`src/rtl/core/rsi_pkg.sv`:
```
// ----------------------------------------------------------------------------
// rsi_pkg
// Shared types, character codes and helper functions for the radix string
// to integer parser.
// ----------------------------------------------------------------------------
package rsi_pkg;

    localparam int unsigned VALUE_BITS_DEFAULT = 64;
    localparam int unsigned RADIX_W            = 6;
    localparam int unsigned DIGIT_W            = 6;
    localparam int unsigned MAG_W              = 64;

    localparam logic [RADIX_W-1:0] RADIX_RESET = 6'd10;
    localparam logic [RADIX_W-1:0] RADIX_AUTO  = 6'd0;
    localparam logic [RADIX_W-1:0] RADIX_BAD   = 6'd1;
    localparam logic [RADIX_W-1:0] RADIX_MAX   = 6'd36;
    localparam logic [RADIX_W-1:0] BASE_OCT    = 6'd8;
    localparam logic [RADIX_W-1:0] BASE_DEC    = 6'd10;
    localparam logic [RADIX_W-1:0] BASE_HEX    = 6'd16;
    localparam logic [RADIX_W-1:0] BASE_MIN    = 6'd2;

    localparam logic [7:0] CH_SPACE = 8'h20;
    localparam logic [7:0] CH_TAB   = 8'h09;
    localparam logic [7:0] CH_CR    = 8'h0D;
    localparam logic [7:0] CH_PLUS  = 8'h2B;
    localparam logic [7:0] CH_MINUS = 8'h2D;
    localparam logic [7:0] CH_ZERO  = 8'h30;
    localparam logic [7:0] CH_NINE  = 8'h39;
    localparam logic [7:0] CH_LO_A  = 8'h61;
    localparam logic [7:0] CH_LO_Z  = 8'h7A;
    localparam logic [7:0] CH_UP_A  = 8'h41;
    localparam logic [7:0] CH_UP_Z  = 8'h5A;
    localparam logic [7:0] CH_LO_X  = 8'h78;
    localparam logic [7:0] CH_CASE  = 8'h20;

    localparam logic [DIGIT_W-1:0] DIGIT_NONE = 6'd36;

    typedef enum logic [2:0] {
        PH_WS        = 3'd0,
        PH_SIGNED    = 3'd1,
        PH_LEAD_ZERO = 3'd2,
        PH_PREFIX    = 3'd3,
        PH_DIGITS    = 3'd4
    } phase_t;

    typedef struct packed {
        logic [7:0] ch;
        logic       last;
    } item_t;

    typedef struct packed {
        logic signed [63:0] value;
        logic               ok;
    } result_t;

    function automatic logic is_space(input logic [7:0] c);
        return (c == CH_SPACE) || (c >= CH_TAB && c <= CH_CR);
    endfunction

    // digit value, or DIGIT_NONE for a byte that is no digit in any base
    function automatic logic [DIGIT_W-1:0] digit_of(input logic [7:0] c);
        logic [7:0] d;
        d = 8'(DIGIT_NONE);
        if (c >= CH_ZERO && c <= CH_NINE)
        begin
            d = c - CH_ZERO;
        end
        else if (c >= CH_LO_A && c <= CH_LO_Z)
        begin
            d = c - CH_LO_A + 8'd10;
        end
        else if (c >= CH_UP_A && c <= CH_UP_Z)
        begin
            d = c - CH_UP_A + 8'd10;
        end
        return d[DIGIT_W-1:0];
    endfunction

endpackage

```
`src/rtl/core/radix_string_to_integer.sv`:
```
// ----------------------------------------------------------------------------
// radix_string_to_integer
// Streaming strtoll-style parser: one byte per item, one result per string.
// ----------------------------------------------------------------------------
// the result of a last byte is shown once that byte has passed the input
//   register, then the result register
// throughput: one byte per cycle while no last byte waits on a stalled result,
//   set by the single multiply-add by the base that updates the running magnitude
// reset: parser state back to the whitespace phase, radix register to 10,
//   both item registers empty
module radix_string_to_integer #(
    parameter int unsigned VALUE_BITS = rsi_pkg::VALUE_BITS_DEFAULT
) (
    input  logic                         clk,
    input  logic                         rst_n,
    // byte stream
    input  logic                         item_valid,
    output logic                         item_stall,
    input  rsi_pkg::item_t               item,
    // parsed result
    output logic                         result_valid,
    input  logic                         result_stall,
    output rsi_pkg::result_t             result,
    // radix register write
    input  logic                         cfg_valid,
    output logic                         cfg_ready,
    input  logic [rsi_pkg::RADIX_W-1:0]  cfg_radix
);

    localparam int unsigned PROD_W = rsi_pkg::MAG_W + rsi_pkg::RADIX_W;

    // configuration
    logic [rsi_pkg::RADIX_W-1:0] radix_reg;

    // input register
    logic           in_valid_reg, in_valid_next;
    rsi_pkg::item_t in_reg;

    // parser state
    rsi_pkg::phase_t              phase_reg, phase_next;
    logic                         neg_reg, neg_next;
    logic [rsi_pkg::MAG_W-1:0]    mag_reg, mag_next;
    logic                         ovf_reg, ovf_next;
    logic [rsi_pkg::RADIX_W-1:0]  base_reg, base_next;
    logic                         rej_reg, rej_next;

    // result register
    logic             out_valid_reg, out_valid_next;
    rsi_pkg::result_t out_reg, out_next;

    // handshake
    logic accept;
    logic out_free;
    logic process;

    // datapath
    logic [7:0]                   c;
    logic [rsi_pkg::DIGIT_W-1:0]  digit;
    logic [rsi_pkg::RADIX_W-1:0]  start_base;
    logic [rsi_pkg::RADIX_W-1:0]  add_base;
    logic                         do_add;
    logic [PROD_W-1:0]            prod;
    logic                         ok;
    logic [63:0]                  signed_val;
    logic [63:0]                  ext_val;

    // cfg_ready stays high; write the radix register only while idle, which is not enforced
    assign cfg_ready = 1'b1;

    // ---------------- handshake ----------------
    // a last byte needs room in the result register, other bytes go straight
    assign out_free   = !out_valid_reg || !result_stall;
    assign process    = in_valid_reg && (!in_reg.last || out_free);
    assign item_stall = in_valid_reg && !process;
    assign accept     = item_valid && !item_stall;

    assign in_valid_next = accept ? 1'b1 : (process ? 1'b0 : in_valid_reg);

    // ---------------- per-byte parse ----------------
    assign c     = in_reg.ch;
    assign digit = rsi_pkg::digit_of(c);

    // base a first digit is read in: radix sampled here in the whitespace phase
    assign start_base = (phase_reg == rsi_pkg::PH_WS) ? radix_reg : base_reg;

    always_comb
    begin
        phase_next = phase_reg;
        neg_next   = neg_reg;
        mag_next   = mag_reg;
        ovf_next   = ovf_reg;
        base_next  = base_reg;
        rej_next   = rej_reg;
        add_base   = base_reg;
        do_add     = 1'b0;
        prod       = '0;

        if (!rej_reg)
        begin
            case (phase_reg)
                rsi_pkg::PH_WS,
                rsi_pkg::PH_SIGNED:
                begin
                    if (phase_reg == rsi_pkg::PH_WS && rsi_pkg::is_space(c))
                    begin
                        // still in leading whitespace
                    end
                    else if (phase_reg == rsi_pkg::PH_WS &&
                             (radix_reg == rsi_pkg::RADIX_BAD ||
                              radix_reg > rsi_pkg::RADIX_MAX))
                    begin
                        rej_next = 1'b1;
                    end
                    else if (phase_reg == rsi_pkg::PH_WS && c == rsi_pkg::CH_PLUS)
                    begin
                        base_next  = radix_reg;
                        phase_next = rsi_pkg::PH_SIGNED;
                    end
                    else if (phase_reg == rsi_pkg::PH_WS && c == rsi_pkg::CH_MINUS)
                    begin
                        base_next  = radix_reg;
                        neg_next   = 1'b1;
                        phase_next = rsi_pkg::PH_SIGNED;
                    end
                    else
                    begin
                        // first byte of the digit run
                        base_next = start_base;
                        if (start_base == rsi_pkg::RADIX_AUTO)
                        begin
                            if (c == rsi_pkg::CH_ZERO)
                            begin
                                base_next  = rsi_pkg::BASE_OCT;
                                phase_next = rsi_pkg::PH_LEAD_ZERO;
                            end
                            else
                            begin
                                base_next = rsi_pkg::BASE_DEC;
                                add_base  = rsi_pkg::BASE_DEC;
                                do_add    = 1'b1;
                            end
                        end
                        else if (start_base == rsi_pkg::BASE_HEX &&
                                 c == rsi_pkg::CH_ZERO)
                        begin
                            phase_next = rsi_pkg::PH_LEAD_ZERO;
                        end
                        else
                        begin
                            add_base = start_base;
                            do_add   = 1'b1;
                        end
                    end
                end
                rsi_pkg::PH_LEAD_ZERO:
                begin
                    if ((c | rsi_pkg::CH_CASE) == rsi_pkg::CH_LO_X)
                    begin
                        base_next  = rsi_pkg::BASE_HEX;
                        phase_next = rsi_pkg::PH_PREFIX;
                    end
                    else
                    begin
                        do_add = 1'b1;
                    end
                end
                rsi_pkg::PH_PREFIX,
                rsi_pkg::PH_DIGITS:
                begin
                    do_add = 1'b1;
                end
                default:
                begin
                    rej_next = 1'b1;
                end
            endcase

            // one shared multiply-add by the effective base
            prod = PROD_W'(mag_reg) * PROD_W'(add_base) + PROD_W'(digit);

            if (do_add)
            begin
                if (add_base < rsi_pkg::BASE_MIN || digit >= add_base)
                begin
                    rej_next = 1'b1;
                end
                else
                begin
                    // a carry out of 64 bits is an overflow; magnitude then holds
                    if (prod[PROD_W-1:rsi_pkg::MAG_W] != '0)
                    begin
                        ovf_next = 1'b1;
                    end
                    else
                    begin
                        mag_next = prod[rsi_pkg::MAG_W-1:0];
                    end
                    phase_next = rsi_pkg::PH_DIGITS;
                end
            end
        end
    end

    // ---------------- result on the last byte ----------------
    // in range: below 2^63, or exactly 2^63 when negative
    assign ok = !rej_next && !ovf_next &&
                (phase_next == rsi_pkg::PH_DIGITS || phase_next == rsi_pkg::PH_LEAD_ZERO) &&
                (!mag_next[63] || (neg_next && mag_next[62:0] == '0));

    assign signed_val = neg_next ? (64'd0 - mag_next) : mag_next;

    // keep the low VALUE_BITS bits, sign-extended
    always_comb
    begin
        for (int i = 0; i < 64; i++)
        begin
            ext_val[i] = (i < VALUE_BITS) ? signed_val[i] : signed_val[VALUE_BITS-1];
        end
    end

    always_comb
    begin
        out_next.value = ok ? ext_val : 64'd0;
        out_next.ok    = ok;
    end

    always_comb
    begin
        if (process && in_reg.last)
        begin
            out_valid_next = 1'b1;
        end
        else if (out_valid_reg && !result_stall)
        begin
            out_valid_next = 1'b0;
        end
        else
        begin
            out_valid_next = out_valid_reg;
        end
    end

    // ---------------- registers ----------------
    always_ff @(posedge clk or negedge rst_n)
    begin
        if (!rst_n)
        begin
            radix_reg     <= rsi_pkg::RADIX_RESET;
            in_valid_reg  <= 1'b0;
            out_valid_reg <= 1'b0;
            phase_reg     <= rsi_pkg::PH_WS;
            neg_reg       <= 1'b0;
            mag_reg       <= '0;
            ovf_reg       <= 1'b0;
            base_reg      <= '0;
            rej_reg       <= 1'b0;
        end
        else
        begin
            if (cfg_valid && cfg_ready)
            begin
                radix_reg <= cfg_radix;
            end
            in_valid_reg  <= in_valid_next;
            out_valid_reg <= out_valid_next;
            if (process)
            begin
                if (in_reg.last)
                begin
                    // string done: back to the start state, radix kept
                    phase_reg <= rsi_pkg::PH_WS;
                    neg_reg   <= 1'b0;
                    mag_reg   <= '0;
                    ovf_reg   <= 1'b0;
                    base_reg  <= '0;
                    rej_reg   <= 1'b0;
                end
                else
                begin
                    phase_reg <= phase_next;
                    neg_reg   <= neg_next;
                    mag_reg   <= mag_next;
                    ovf_reg   <= ovf_next;
                    base_reg  <= base_next;
                    rej_reg   <= rej_next;
                end
            end
        end
    end

    // payload registers
    always_ff @(posedge clk)
    begin
        if (accept)
        begin
            in_reg <= item;
        end
        if (process && in_reg.last)
        begin
            out_reg <= out_next;
        end
    end

    assign result_valid = out_valid_reg;
    assign result       = out_reg;

endmodule

```
`config.mk`:
```
export PLATFORM = sky130hd
export DESIGN_NAME = radix_string_to_integer
export DESIGN_NICKNAME = d
export VERILOG_FILES = /design/src/rtl/core/rsi_pkg.sv /design/src/rtl/core/radix_string_to_integer.sv
export SDC_FILE = /design/constraint.sdc
export NUM_CORES = 1
export LEC_CHECK = 0
export ABC_AREA = 1
export BUFFER_PORTS_ARGS = -buffer_cell sky130_fd_sc_hd__buf_2
export CORE_ASPECT_RATIO = 1.2
export CORE_MARGIN = 5
export CORE_UTILIZATION = 39
export CTS_CLUSTER_DIAMETER = 30
export DETAILED_ROUTE_END_ITERATION = 8
export PLACE_DENSITY = 0.56
export SYNTH_ARGS = -nofsm -noshare
export SYNTH_HDL_FRONTEND = slang
export SYNTH_SLANG_ARGS = --single-unit
```
`constraint.sdc`:
```
create_clock -name clk -period 12.9 [get_ports clk]
set_clock_uncertainty 0.1 [all_clocks]
set_input_delay 2.58 -clock clk [delete_from_list [all_inputs] [get_ports clk]]
set_output_delay 2.58 -clock clk [all_outputs]
set_load 0.005 [all_outputs]
```
=== Word level (Yosys, flattened, before mapping) ===
Index checks and enable logic that the tools add are counted.
W data, S select, Z words.

* Bits in registers: 158
* Output and inout port bits: 68
* Input port bits: 20
* Word-level logic and storage cells: 168

* Equality and inequality tests: 17
* Mux-type cells: 75
* Add/sub/neg operators: 7
* $mul: 1
* Magnitude comparators: 11
* Reductions and logical operators: 44

{| class="wikitable"
|+ Operators by type and width
! kind !! number
|-
| $mux W64 || 6
|-
| $mux W6 || 21
|-
| $add A70 B6 Y70 || 1
|-
| $mul A64 B6 Y70 || 1
|-
| $sub A1 B64 Y64 const A || 1
|-
| $logic_not A63 Y1 || 1
|-
| $mux W3 || 12
|-
| $eq A8 B6 Y1 const B || 4
|-
| $mux W1 || 31
|-
| $logic_and A1 B1 Y1 || 18
|-
| $ge A8 B7 Y1 const B || 2
|-
| $le A8 B7 Y1 const B || 2
|-
| $add A6 B4 Y6 const B || 2
|-
| $pmux W6 S2 || 1
|-
| $sub A6 B6 Y6 const B || 2
|-
| $eq A3 B2 Y1 const B || 3
|-
| $ne A3 B3 Y1 const B || 3
|-
| $ge A8 B4 Y1 const B || 1
|-
| $ge A8 B6 Y1 const B || 1
|-
| $le A8 B4 Y1 const B || 1
|-
| $le A8 B6 Y1 const B || 1
|-
| $logic_not A1 Y1 || 8
|-
| $eq A7 B6 Y1 const B || 1
|-
| $logic_or A1 B1 Y1 || 7
|-
| other kinds (21) || 24
|}

=== Logic depth before layout (Yosys ltp) ===
* Depth after elaboration: 23
* Depth in mapped cells: 60

=== Worst setup path before layout ===
Ideal clock, no wire load.

* Path type: reg-to-reg
* Start point: register in_reg (netlist bit c[0])
* End point: register out_reg (netlist bit result[47]) (data pin)
* Slack: 4.831 ns
* Clock period less this slack: 8.069 ns
* Stages on the path, launching flop included: 52
* Path buffers: 3
* Arrival time: 7.714 ns
* Cell sequence: edfxtp_1 > ha_1 > nand3_1 > inv_1 > o21ai_1 > nand2_1 > nor2_4 > nand3_1 > nand2_1 > nand2_1 > clkinv_1 > clkbuf_1 > nor2_1 > fa_1 > inv_1 > fa_1 > inv_1 > fa_1 > [... 16 more ...] > nand2_1 > nand2_1 > nand3_1 > nor2_4 > nand3_1 > buf_4 > buf_6 > o21ai_2 > ha_1 > inv_1 > nor2_1 > nand3_1 > o21ai_2 > nand2_2 > nor2_1 > nand3_1 > nand2_1 > a21oi_2

* Cells in the longest elaborated chain, start to end: 21
* Elaborated cells on any way between the ends: 100
* Classes of those cells: 7 x add/sub; 1 x mul; 10 x order compare; 7 x eq/ne; 54 x mux; 21 x reduce/logical

{| class="wikitable"
|+ Ends and longest elaborated chain
! item !! RTL line !! RTL
|-
| start: declaration || radix_string_to_integer.sv:37 || <nowiki>rsi_pkg::item_t in_reg;</nowiki>
|-
| start signal: assignment || radix_string_to_integer.sv:296 || <nowiki>in_reg <= item;</nowiki>
|-
| branches (longest 21 deep; another with $mul A64 B6 Y70) || - ||
|-
| end signal: assignment || radix_string_to_integer.sv:300 || <nowiki>out_reg <= out_next;</nowiki>
|-
| end: declaration || radix_string_to_integer.sv:49 || <nowiki>rsi_pkg::result_t out_reg, out_next;</nowiki>
|}

Parallel ways; which one is timed is not known. The select of a mux whose other input is x is not followed.
A chain may end at the register's enable or synchronous reset.

=== Final worst setup path ===
* Start point: register phase_reg[2]
* End point: register out_reg (netlist bit result[5]) (data pin)

* Cells in the longest elaborated chain, start to end: 23
* Elaborated cells on any way between the ends: 84
* Classes of those cells: 2 x add/sub; 1 x mul; 2 x order compare; 7 x eq/ne; 50 x mux; 22 x reduce/logical

{| class="wikitable"
|+ Ends and longest elaborated chain
! item !! RTL line !! RTL
|-
| start: declaration || radix_string_to_integer.sv:40 || <nowiki>rsi_pkg::phase_t phase_reg, phase_next;</nowiki>
|-
| start signal: assignment || radix_string_to_integer.sv:251 || <nowiki>phase_reg <= rsi_pkg::PH_WS;</nowiki>
|-
| start signal: assignment || radix_string_to_integer.sv:271 || <nowiki>phase_reg <= rsi_pkg::PH_WS;</nowiki>
|-
| start signal: assignment || radix_string_to_integer.sv:280 || <nowiki>phase_reg <= phase_next;</nowiki>
|-
| branches (longest 23 deep; another with $mux W6) || - ||
|}

Parallel ways; which one is timed is not known. The select of a mux whose other input is x is not followed.

==> flow_summary.ini <==
[floorplanning]
pin_count = 88
die_h_um = 279
start_util_pct = 39.4
rows = 98
die_area_um2 = 65200
coreArea_um2 = 59600
die_w_um = 234

[layout]
drive_above_1_share_pct = 7.54
final_area_um2 = 25200
area_delta_synth_final_pct = 7.28
fin_util_pct = 42.2
largest_register_ffs = 65
final_net_count = 3751
finalNonFillerCells = 4131

[clocking]
clk_latency_ns = 0.46
path_clk_slew_ns = 0.07
hold_buffers = 0
cts_tree = done
cts_num_sinks = 158
clock-root-buffer = clkbuf_16
post_cts_buffers = 0
cts_max_path_buffers = 2
cts_resized = 0
cts_made_buffers = 17
ctsHtreeMaxLevel = 4

[power_and_ir_drop]
p_total_mw = 4.27
ir_drop_uv = 178
power.switching_mw = 2.72
p_int_mw = 1.56
total_leakage_power_nw = 13.5
p_seq_share_pct = 14.1
switching_share_pct = 63.6
power_frac_comb_pct = 73.9
power.density_nw_per_um2 = 170
clockPowerShare_pct = 12.0

[status]
status = completed

[setup_path]
worstPathRequired_ns = 13.07
cp_max_fo = 64
start_kind = flip-flop
cpMostUsedCell = nand2_1
critPathArrivalTime_ns = 11.45
crit_type = reg -> reg
critPathCaptureType = flip-flop
critPathSlowestCell = nand2_2
critPathMaxStageDelay_ns = 0.74

[timing]
fin_ws_ns = 1.62
min_period_ns = 11.28
finalSetupViolCount = 0
rsz0062_at_grt = no
holdWs_ns = 0.422
tns_ns = 0
final.period_utilization_pct = 87.4
hold_viol_final = 0
worstMarginPinSlew_ns = 1.13
maxSlewHeadroom_pct = 24.9
max_freq_mhz = 88.7
drv_slew = 0

[synthesis]
synth_mux_area_share_pct = 0
synth_common_cells = nand2_1 (845), nor2_1 (667), inv_1 (394)
ys.flop_type = dfrtp_1
synthSimpleGateAreaFrac_pct = 30.4
yosysTopAreaCell = fa_1
synth_top_area_share_pct = 21.5
synth_xor_area_share_pct = 2.58
synthCells = 3288
synth_fp_nets = 3722
async_flop_share_pct = 53.2
ys_seq_area_share_pct = 18.5
synth_fa_ha_area_share_pct = 30.2
synth_compound_area_share_pct = 9.95
ys_ff_latch = 158
synth.cell_area_um2 = 23400
synth_cell_types = 52
yosysWarnings = 0
synth_top_family_by_area = simple AND/OR/NAND/NOR gates
synth_most_common_cell = nand2_1
synth_top_cells_by_area = fa_1 (22%), nand2_1 (14%), nor2_1 (11%)
syn_avg_cell_area_um2 = 7.13
synth_edf_count = 74

[routing]
via_per_inst = 5.37
route.vias.total = 22200
ant_nets = 0
wl_met2_mm = 40.4
drt_pass1_iterations = 8
detail_route.wl_per_cell_um = 20.2
drc = 0
highest_layer = met4
dr_wl_met3_mm = 4.23
initialDrtViolationCount = 1887
wirelength_met1_mm = 35.1
routed_wl_mm = 83.6

[grt]
grt_pass1_wl_mm = 132
antenna_found_initial = 0
grt_pass1_vias = 22700
grt_usage_pct = 25.8
grt-ovfl-total = 0
grt_max_degree = 79

[place]
dpl-instance-area_um2 = 24600
dp.cells = 4098
preCtsSetupSlack_ns = 1.72
place_hpwl_mm = 68.0
gp_congestion = 1.01
io_buffers = 86

[worst_hold_path]
hold_class = reg -> reg

[flow_run]
cap_viol_max_count = 0
==> final cells by class <==
class                   count  area, um^2
fillers                  6378       34400
multi-input cells        2635       17200
flip-flops and latches    158        4330
inverters                 403        1510
well taps                 800        1000
repair buffers            102         553
clock buffers              18         439
clock inverters            14         128
diodes                      1        2.50
==> cells in the final DEF, fill, tap and decap left out, drive strengths merged, types with 2 or more instances in the layout <==
master	count
o211ai	7
o21bai	20
nor2	684
clkbuf	18
o21ai	87
fa	252
clkinv	4
buf	102
ha	162
o22ai	62
a21o	5
and3	12
nor3	17
o2111ai	3
or2	6
dfrtp	82
nand2	855
nand3	180
o21a	3
a21oi	170
edfxtp	74
inv	411
xor2	42
nand4	17
and2	2
nor4	2
dfstp	2
xnor2	27
a31oi	12
==> routing by layer <==
| layer | GRT usage, % | vias to the layer above |
|---|---|---|
| li1 | - | 10500 |
| met1 | 34.0 | 10800 |
| met2 | 44.1 | 777 |
| met3 | 2.20 | 179 |
| met4 | 10.2 | 0 |
| met5 | 0 | - |
==> final timing paths <==
| path | startpoint | slack, ns | cells after the start | end |
|---|---|---|---|---|
| max | phase_reg[2] | 1.62 | 48 | result[5] |
| min reg2reg | ovf_reg | 0.42 | 2 | ovf_reg |
| max reg2reg | phase_reg[2] | 1.62 | 48 | result[5] |
| min in group asynchronous | rst_n | 2.00 | 1 | mag_reg[11] |
| min | ovf_reg | 0.42 | 2 | ovf_reg |
| max in group asynchronous | rst_n | 9.55 | 2 | radix_reg[4] |
==> power groups by stage <==
stage / logic (mW) / registers (mW) / clock network [mW]
5_1_grt: 3.46 / 0.608 / 0.540
6_report: 3.16 / 0.604 / 0.511
2_1_floorplan: 2.08 / 0.600 / 0
3_3_place_gp: 3.11 / 0.614 / 0
3_5_place_dp: 3.11 / 0.613 / 0
4_1_cts: 3.12 / 0.603 / 0.520
==> cell families after synthesis <==
group	after synthesis
simple gates	1775
buf+inv	495
fa+ha+maj	414
compound gates	376
flops	158
xor+xnor	69
other cells	1
==> worst max-delay path: cells and delay by family (launching register included) <==
kind / cells / cell delay [ns]
AND/OR/NAND/NOR: 33 / 5.95
buffers and inverters: 6 / 0.61
flip-flops: 1 / 0.46
adder cells (fa/ha/maj): 6 / 2.77
AO/OA/AOI/OAI: 3 / 1.13
Power figures use the tool's default switching activity.
